--- config.mk ---
export PLATFORM = sky130hd
export DESIGN_NAME = rtt_window_timeout_estimator_core
export DESIGN_NICKNAME = d
export VERILOG_FILES = /design/src/design/rtte_pkg.sv /design/src/design/rtt_window_timeout_estimator_core.sv
export SDC_FILE = /design/constraint.sdc
export NUM_CORES = 2
export LEC_CHECK = 0
export BUFFER_PORTS_ARGS = -buffer_cell sky130_fd_sc_hd__buf_4
export CORE_MARGIN = 2
export CORE_UTILIZATION = 35
export DETAILED_ROUTE_END_ITERATION = 10
export PLACE_DENSITY = 0.61
export SYNTH_ARGS = -nofsm -noshare
export SYNTH_HDL_FRONTEND = slang
export SYNTH_SLANG_ARGS = --single-unit
--- constraint.sdc ---
create_clock -name clock -period 4.24 [get_ports clock]
set_clock_uncertainty 0.2 [all_clocks]
set_input_delay 0.424 -clock clock [delete_from_list [all_inputs] [get_ports clock]]
set_output_delay 0.424 -clock clock [all_outputs]
set_load 0.005 [all_outputs]
--- src/design/rtte_pkg.sv ---
// Shared constants and types for the round-trip window timeout estimator.
// No dependencies; imported by rtt_window_timeout_estimator_core.
`default_nettype none

package rtte_pkg;

   localparam int PEER_IN_W = 4;
   localparam int SAMPLE_W  = 24;
   localparam int TIMEOUT_W = 25;

   typedef logic [0:0] kind_type;

   localparam kind_type KIND_MEASURE = 1'b0;
   localparam kind_type KIND_QUERY   = 1'b1;

endpackage

`default_nettype wire

--- src/design/rtt_window_timeout_estimator_core.sv ---
// Per-peer RTT sample ring with windowed mean and min/max based timeout.
// Depends on rtte_pkg (field widths, item kind codes).
//
//   channel | dir | handshake          | payload
//   req     | in  | req_valid/req_stall | req_kind, req_peer, req_sample_us
//   rsp     | out | rsp_valid/rsp_stall | rsp_peer_out, rsp_estimate_us, rsp_timeout_us
//
// One item is in work at a time; the walk over the peer's WINDOW ring entries
// goes through the single sample memory read port.
// After reset a clearing pass zeroes the sample and position memories;
// req_stall stays high during it.
// A new request transfer is taken while a finished result waits on rsp_stall.
`default_nettype none

module rtt_window_timeout_estimator_core
   import rtte_pkg::*;
#(
   parameter int NUM_PEERS = 16,
   parameter int WINDOW    = 8
) (
   input  wire                   clock,
   input  wire                   reset,
   input  wire                   req_valid,
   output logic                  req_stall,
   input  wire  kind_type        req_kind,
   input  wire  [PEER_IN_W-1:0]  req_peer,
   input  wire  [SAMPLE_W-1:0]   req_sample_us,
   output logic                  rsp_valid,
   input  wire                   rsp_stall,
   output logic [PEER_IN_W-1:0]  rsp_peer_out,
   output logic [SAMPLE_W-1:0]   rsp_estimate_us,
   output logic [TIMEOUT_W-1:0]  rsp_timeout_us
);

   localparam int PEER_W   = (NUM_PEERS > 1) ? $clog2(NUM_PEERS) : 1;
   localparam int SLOT_W   = $clog2(WINDOW);
   localparam int STORE_D  = NUM_PEERS * WINDOW;
   localparam int STORE_AW = $clog2(STORE_D);
   localparam int SUM_W    = SAMPLE_W + SLOT_W;
   localparam int SHIFT    = SUM_W + SLOT_W;
   localparam int RECIP_W  = SUM_W + 1;
   localparam int PROD_W   = SUM_W + RECIP_W;
   localparam logic [63:0] RECIP_FULL =
      ((64'd1 << SHIFT) + 64'(WINDOW) - 64'd1) / 64'(WINDOW);
   localparam logic [RECIP_W-1:0] RECIP = RECIP_FULL[RECIP_W-1:0];

   localparam logic [3:0] ST_IDLE  = 4'd0;
   localparam logic [3:0] ST_CLEAR = 4'd1;
   localparam logic [3:0] ST_POS   = 4'd2;
   localparam logic [3:0] ST_UPD   = 4'd3;
   localparam logic [3:0] ST_SCAN  = 4'd4;
   localparam logic [3:0] ST_DRAIN = 4'd5;
   localparam logic [3:0] ST_MULT  = 4'd6;
   localparam logic [3:0] ST_DIFF  = 4'd7;
   localparam logic [3:0] ST_DONE  = 4'd8;

   // memories
   logic [SAMPLE_W-1:0] store_mem [STORE_D];
   logic [SLOT_W-1:0]   pos_mem   [NUM_PEERS];

   // control
   logic [3:0]          state_ff, state_in;
   logic [STORE_AW-1:0] clr_cnt_ff, clr_cnt_in;
   logic [SLOT_W-1:0]   cnt_ff, cnt_in;
   logic                rd_vld_ff, rd_vld_in;
   logic                rsp_valid_ff, rsp_valid_in;

   // datapath
   kind_type            kind_ff;
   logic [PEER_IN_W-1:0] peer_ff;
   logic [PEER_W-1:0]   peer_idx_ff;
   logic [SAMPLE_W-1:0] sample_ff;
   logic [STORE_AW-1:0] base_ff;
   logic [SLOT_W-1:0]   pos_rd_ff;
   logic [SAMPLE_W-1:0] rd_data_ff;
   logic [SUM_W-1:0]    sum_ff;
   logic [SAMPLE_W-1:0] lo_ff;
   logic [SAMPLE_W-1:0] hi_ff;
   logic [PROD_W-1:0]   prod_ff;
   logic [SAMPLE_W-1:0] mean_ff;
   logic [SAMPLE_W-1:0] up_ff;
   logic [SAMPLE_W-1:0] down_ff;
   logic [PEER_IN_W-1:0] rsp_peer_ff;
   logic [SAMPLE_W-1:0] rsp_est_ff;
   logic [TIMEOUT_W-1:0] rsp_to_ff;

   logic                req_xfer;
   logic                peer_ok;
   logic                out_free;
   logic                is_measure;
   logic [SLOT_W-1:0]   pos_next;
   logic [STORE_AW-1:0] rd_addr;
   logic                store_we;
   logic [STORE_AW-1:0] store_waddr;
   logic [SAMPLE_W-1:0] store_wdata;
   logic                pos_we;
   logic [PEER_W-1:0]   pos_waddr;
   logic [SLOT_W-1:0]   pos_wdata;
   logic [SAMPLE_W-1:0] margin;

   assign req_stall  = (state_ff != ST_IDLE);
   assign req_xfer   = req_valid && !req_stall;
   assign peer_ok    = (32'(req_peer) < NUM_PEERS);
   assign out_free   = !rsp_valid_ff || !rsp_stall;
   assign is_measure = (kind_ff == KIND_MEASURE);
   assign pos_next   = (pos_rd_ff == SLOT_W'(WINDOW - 1)) ? '0 : pos_rd_ff + SLOT_W'(1);
   assign rd_addr    = base_ff + STORE_AW'(cnt_ff);
   assign margin     = (up_ff < down_ff) ? up_ff : down_ff;

   always_comb begin
      store_we    = 1'b0;
      store_waddr = clr_cnt_ff;
      store_wdata = '0;
      pos_we      = 1'b0;
      pos_waddr   = clr_cnt_ff[PEER_W-1:0];
      pos_wdata   = '0;
      if (state_ff == ST_CLEAR) begin
         store_we = 1'b1;
         pos_we   = (32'(clr_cnt_ff) < NUM_PEERS);
      end else if (state_ff == ST_UPD && is_measure) begin
         store_we    = 1'b1;
         store_waddr = base_ff + STORE_AW'(pos_rd_ff);
         store_wdata = sample_ff;
         pos_we      = 1'b1;
         pos_waddr   = peer_idx_ff;
         pos_wdata   = pos_next;
      end
   end

   always_ff @(posedge clock) begin
      if (store_we) begin
         store_mem[store_waddr] <= store_wdata;
      end
      rd_data_ff <= store_mem[rd_addr];
   end

   always_ff @(posedge clock) begin
      if (pos_we) begin
         pos_mem[pos_waddr] <= pos_wdata;
      end
      pos_rd_ff <= pos_mem[peer_idx_ff];
   end

   always_comb begin
      state_in     = state_ff;
      clr_cnt_in   = clr_cnt_ff;
      cnt_in       = cnt_ff;
      rd_vld_in    = 1'b0;
      rsp_valid_in = rsp_valid_ff && rsp_stall;
      case (state_ff)
         ST_CLEAR: begin
            clr_cnt_in = clr_cnt_ff + STORE_AW'(1);
            if (clr_cnt_ff == STORE_AW'(STORE_D - 1)) begin
               state_in = ST_IDLE;
            end
         end
         ST_IDLE: begin
            if (req_xfer) begin
               state_in = peer_ok ? ST_POS : ST_DONE;
            end
         end
         ST_POS: state_in = ST_UPD;
         ST_UPD: begin
            cnt_in   = '0;
            state_in = ST_SCAN;
         end
         ST_SCAN: begin
            rd_vld_in = 1'b1;
            cnt_in    = cnt_ff + SLOT_W'(1);
            if (cnt_ff == SLOT_W'(WINDOW - 1)) begin
               state_in = ST_DRAIN;
            end
         end
         ST_DRAIN: state_in = ST_MULT;
         ST_MULT:  state_in = ST_DIFF;
         ST_DIFF:  state_in = ST_DONE;
         ST_DONE: begin
            if (out_free) begin
               rsp_valid_in = 1'b1;
               state_in     = ST_IDLE;
            end
         end
         default: state_in = ST_IDLE;
      endcase
   end

   always_ff @(posedge clock) begin
      if (reset) begin
         state_ff     <= ST_CLEAR;
         clr_cnt_ff   <= '0;
         cnt_ff       <= '0;
         rd_vld_ff    <= 1'b0;
         rsp_valid_ff <= 1'b0;
      end else begin
         state_ff     <= state_in;
         clr_cnt_ff   <= clr_cnt_in;
         cnt_ff       <= cnt_in;
         rd_vld_ff    <= rd_vld_in;
         rsp_valid_ff <= rsp_valid_in;
      end
   end

   always_ff @(posedge clock) begin
      if (req_xfer) begin
         kind_ff     <= req_kind;
         peer_ff     <= req_peer;
         peer_idx_ff <= PEER_W'(req_peer);
         sample_ff   <= req_sample_us;
         hi_ff       <= '0;
         mean_ff     <= '0;
         up_ff       <= '0;
         down_ff     <= '0;
      end
      if (state_ff == ST_POS) begin
         base_ff <= STORE_AW'(peer_idx_ff) * STORE_AW'(WINDOW);
      end
      if (state_ff == ST_UPD) begin
         sum_ff <= '0;
         lo_ff  <= '1;
         hi_ff  <= '0;
      end else if (rd_vld_ff) begin
         sum_ff <= sum_ff + SUM_W'(rd_data_ff);
         if (rd_data_ff < lo_ff) begin
            lo_ff <= rd_data_ff;
         end
         if (rd_data_ff > hi_ff) begin
            hi_ff <= rd_data_ff;
         end
      end
      if (state_ff == ST_MULT) begin
         prod_ff <= PROD_W'(sum_ff) * PROD_W'(RECIP);
      end
      if (state_ff == ST_DIFF) begin
         mean_ff <= prod_ff[SHIFT +: SAMPLE_W];
         up_ff   <= hi_ff - prod_ff[SHIFT +: SAMPLE_W];
         down_ff <= prod_ff[SHIFT +: SAMPLE_W] - lo_ff;
      end
      if (state_ff == ST_DONE && out_free) begin
         rsp_peer_ff <= peer_ff;
         rsp_est_ff  <= mean_ff;
         rsp_to_ff   <= TIMEOUT_W'(hi_ff) + TIMEOUT_W'(margin);
      end
   end

   assign rsp_valid       = rsp_valid_ff;
   assign rsp_peer_out    = rsp_peer_ff;
   assign rsp_estimate_us = rsp_est_ff;
   assign rsp_timeout_us  = rsp_to_ff;

   // one item in work at a time
   a_no_back_to_back: assert property (@(posedge clock) disable iff (reset)
      req_xfer |=> req_stall)
      else $error("request taken while an item is in work");

   // a result only comes out of the final step
   a_rsp_from_done: assert property (@(posedge clock) disable iff (reset)
      $rose(rsp_valid_ff) |-> $past(state_ff == ST_DONE))
      else $error("result raised outside the final step");

   // max plus a non-negative margin never drops below the mean
   a_timeout_ge_mean: assert property (@(posedge clock) disable iff (reset)
      rsp_valid_ff |-> rsp_to_ff >= TIMEOUT_W'(rsp_est_ff))
      else $error("timeout below estimate");

   // read data is only consumed during the ring walk
   a_rd_in_walk: assert property (@(posedge clock) disable iff (reset)
      rd_vld_ff |-> (state_ff == ST_SCAN || state_ff == ST_DRAIN))
      else $error("sample read outside the ring walk");

endmodule

`default_nettype wire
==> results.toml <==
[cells_and_area]
nFillCells = 33812
nNetsFinal = 8021
area_growth_pct = 17.5
layout-drive-gt1-share_pct = 24.7

[synth]
synth-edff-count = 3302
syn_inst = 7131
synth_top_area_cell = "edfxtp_1"
ys.flop_type = "edfxtp_1"
yosys.cell_types.count = 78
yosys_warnings = 0
synth_top_cell_area_share_pct = 72.8
ys_async_sr_fraction_pct = 0
syn_area_per_cell_um2 = 19.1
synth.cell_area_um2 = 136000
ys_ff_latch = 3420
syn_nets = 7337
seq_area_frac_synth_pct = 74.5
synth_area_leaders = "edfxtp_1, mux4_2, mux2i_1"

[floorplanning]
die_area_um2 = 394000
row_count = 229
initial_core_util_pct = 35.1
coreArea_um2 = 388000
dieHeight_um = 628
die_x_um = 628
ios = 88

[route]
drt-total-wl_um = 359000
vias_per_cell = 5.38
ant_nets = 0
drt-initial-drc-count = 8029
first_pass_iters = 6
post-route-drc-count = 0
post_drt_wl_per_cell_um = 27.0
num_vias = 71598

[sta]
final_max_slew_viol_count = 0
slew_headroom_pct = 20.2
fin_crit_ns = 4.70
fin_crit_sh_pct = 111
fmax_mhz = 213
setup_tns_ns = -3.27
setup_viol = 12
final_hold_viol_count = 0
rsz0062_at_grt = "yes"
finalWorstSetupSlack_ns = -0.459
worstMarginPinSlew_ns = 1.19

[clock_tree]
cts_root_buf = "clkbuf_16"
cts_made_buffers = 353
tritoncts = "yes"
htreeDepth = 5
cts.sinks = 3420
clk_latency_ns = 0.95
cts_buffer_depth = 4
clkSlewWorstSetupHoldPaths_ns = 0.06

[global_route]
gr-usage-all-layers_pct = 17.8
grt_pass1_vias = 71794
gr-total-overflow = 0
grt_pass1_wl_um = 513000
grt_start_max_net_pins = 129
antenna_found_initial = 17

[setup_path]
required_ns = 4.69
worstPathArrival_ns = 5.15
worst_setup_path_end_kind = "flop"
worstSetupPathType = "flop to flop"
critPathMaxFanout = 5
start_kind = "flop"
cp_cell_sequence = "ha_1 > a21o_1 > a21o_1 > a21oi_2 > o21ai_2 > a21oi_2 > o31ai_4 > buf_6 > buf_6 > mux2_4 > ha_4 > o211ai_1 > o21ai_2 > o31ai_4 > o31a_1 > o31ai_4 > o41a_1 > and4b_1 > a311o_1"
worst_path_max_delay_cell = "edfxtp_1"
crit_path_frequent_cell = "o31ai_4"
max_stage_delay_ns = 0.41

[pwr]
p_per_area_nw_per_um2 = 492
irDropWorstVdd_uv = 368
pwr-share-seq_pct = 50.0
total_power_mw = 78.7
switchingPower_mw = 19.0
swShare_pct = 24.2
power_leakage_nw = 50.4
pwr-share-comb_pct = 10.9
pwr-share-clk_pct = 39.1
p_int_mw = 59.7

[outcome]
status = "finished with violations"
violations = "setup timing"

[placement]
io_buffers = 87
hpwl_um = 215000
gp_congestion = 0.828

[run]
drv_cap = 0

[min_path]
hp-class = "primary input to flop"
-- routing by layer --
metal  wire (µm)  global-route usage (%)  up-vias
met3       25500                    2.54      559
met1      150000                    24.7    37754
li1            -                       -    30463
met2      173000                    29.3     2812
met4       10700                    5.11       10
met5          68                       0        -
-- through the flow --
step | util [%] | worst slack [ns] | hold slack, ns | area, µm² | std cells
3_5_place_dp | 38.0 | -0.883 | 0.208 | 148000 | 12583
2_1_floorplan | - | -0.188 | 0.200 | 136000 | 7131
3_3_place_gp | 38.0 | -0.872 | 0.202 | 148000 | 12583
4_1_cts | 41.2 | -0.510 | 0.000335 | 160000 | 13288
5_1_grt | 41.2 | -0.644 | 0.0504 | 160000 | 13298
6_report | 41.2 | -0.459 | 0.0756 | 160000 | 13306
-- layout by cell type, fill, tap and decap left out, types with 24 or more instances in the layout --
master	count
o211ai_1	32
nand2b_1	24
xor2_1	37
clkinv_1	76
and2_4	24
a211oi_1	38
clkbuf_16	357
mux2i_1	592
a221oi_1	30
nor2_2	116
buf_12	101
nand3_1	30
o21ai_0	186
nor3_1	94
inv_1	114
dfxtp_1	115
clkbuf_1	71
clkinv_2	57
dlygate4sd3_1	55
ha_1	160
mux4_2	613
nand2_1	165
o22ai_1	193
nand4_1	27
nor2_1	237
buf_4	519
a21oi_1	126
a21o_1	62
nor4_1	34
xnor2_1	42
nor2b_1	63
bufinv_16	35
edfxtp_1	3302
o21a_1	24
-- what timing repair did --
item | in CTS | in global routing
pin swaps | 34 | 28
gates resized for setup | 45 | 24
hold buffers | 55 | 0
setup buffers | 14 | 11
endpoints found under the setup margin | 18 | 15
endpoints found under the hold margin | 98 | 0
-- final timing paths --
check / startpoint / to / slack (ns) / cells after the start
hold reg to reg: mean_ff[4] / rsp_estimate_us[4] / 0.22 / 0
setup / recovery: up_ff[1] / rsp_timeout_us[23] / -0.46 / 19
hold / removal: req_sample_us[0] / sample_ff[0] / 0.08 / 2
setup reg to reg: up_ff[1] / rsp_timeout_us[23] / -0.46 / 19
-- cells by family (layout without fill, tap and decap cells) --
group,count (synthesis),after routing,synth area share [%]
buf+inv,473,1441,1.54
other cells,0,10,0
simple gates,927,927,3.19
compound gates,827,827,3.89
xor+xnor,80,80,0.515
mux,1231,1231,14.7
flops,3420,3420,74.5
fa+ha+maj,173,173,1.61
-- worst max-delay path: cells and delay by family (launching register included) --
family / cells / cell delay, ns
buffers and inverters: 2 / 0.28
adder cells (fa/ha/maj): 2 / 0.52
flip-flops: 1 / 0.41
AND/OR/NAND/NOR: 1 / 0.18
AO/OA/AOI/OAI: 13 / 2.52
multiplexers: 1 / 0.30
-- power by group through the flow --
stage | combinational [mW] | sequential [mW] | clock [mW]
2_1_floorplan | 4.67 | 39.9 | 0
3_3_place_gp | 8.06 | 40.0 | 0
3_5_place_dp | 8.27 | 40.1 | 0
4_1_cts | 8.51 | 39.4 | 31.3
5_1_grt | 9.20 | 39.4 | 32.6
6_report | 8.57 | 39.4 | 30.7
-- synth_stat cells (95+ instances only) --
library cell  count
ha_1            169
mux4_2          613
a21oi_1         134
nor2_1          370
mux2i_1         592
dfxtp_1         118
nand2_1         170
buf_2           151
nor3_1           95
o22ai_1         193
o21ai_0         191
clkbuf_1        158
inv_1           115
edfxtp_1       3302
-- layout make-up --
class / count / area (µm²) / share of cell area, %
antenna: 10 / 25.0 / 0.0156
tap: 5197 / 6500 / 4.06
clock buffer: 435 / 9300 / 5.81
clock inverter: 204 / 2120 / 1.33
multi-input combinational: 3238 / 33500 / 20.9
sequential: 3420 / 102000 / 63.5
timing repair buffer: 687 / 6600 / 4.13
inverter: 115 / 432 / 0.270
-- flip-flops by register name, summed over array words and instances (netlist names), 4 cells and up --
signal	flops
hi_ff	24
sample_ff	24
base_ff	4
sum_ff	27
prod_ff	24
rsp_timeout_us	25
rsp_peer_out	4
lo_ff	24
state_ff	4
rd_data_ff	24
pos_mem	48
store_mem	3072
up_ff	24
rsp_estimate_us	24
clr_cnt_ff	7
mean_ff	24
down_ff	24
peer_idx_ff	4
(Power assumes the default switching activity.)
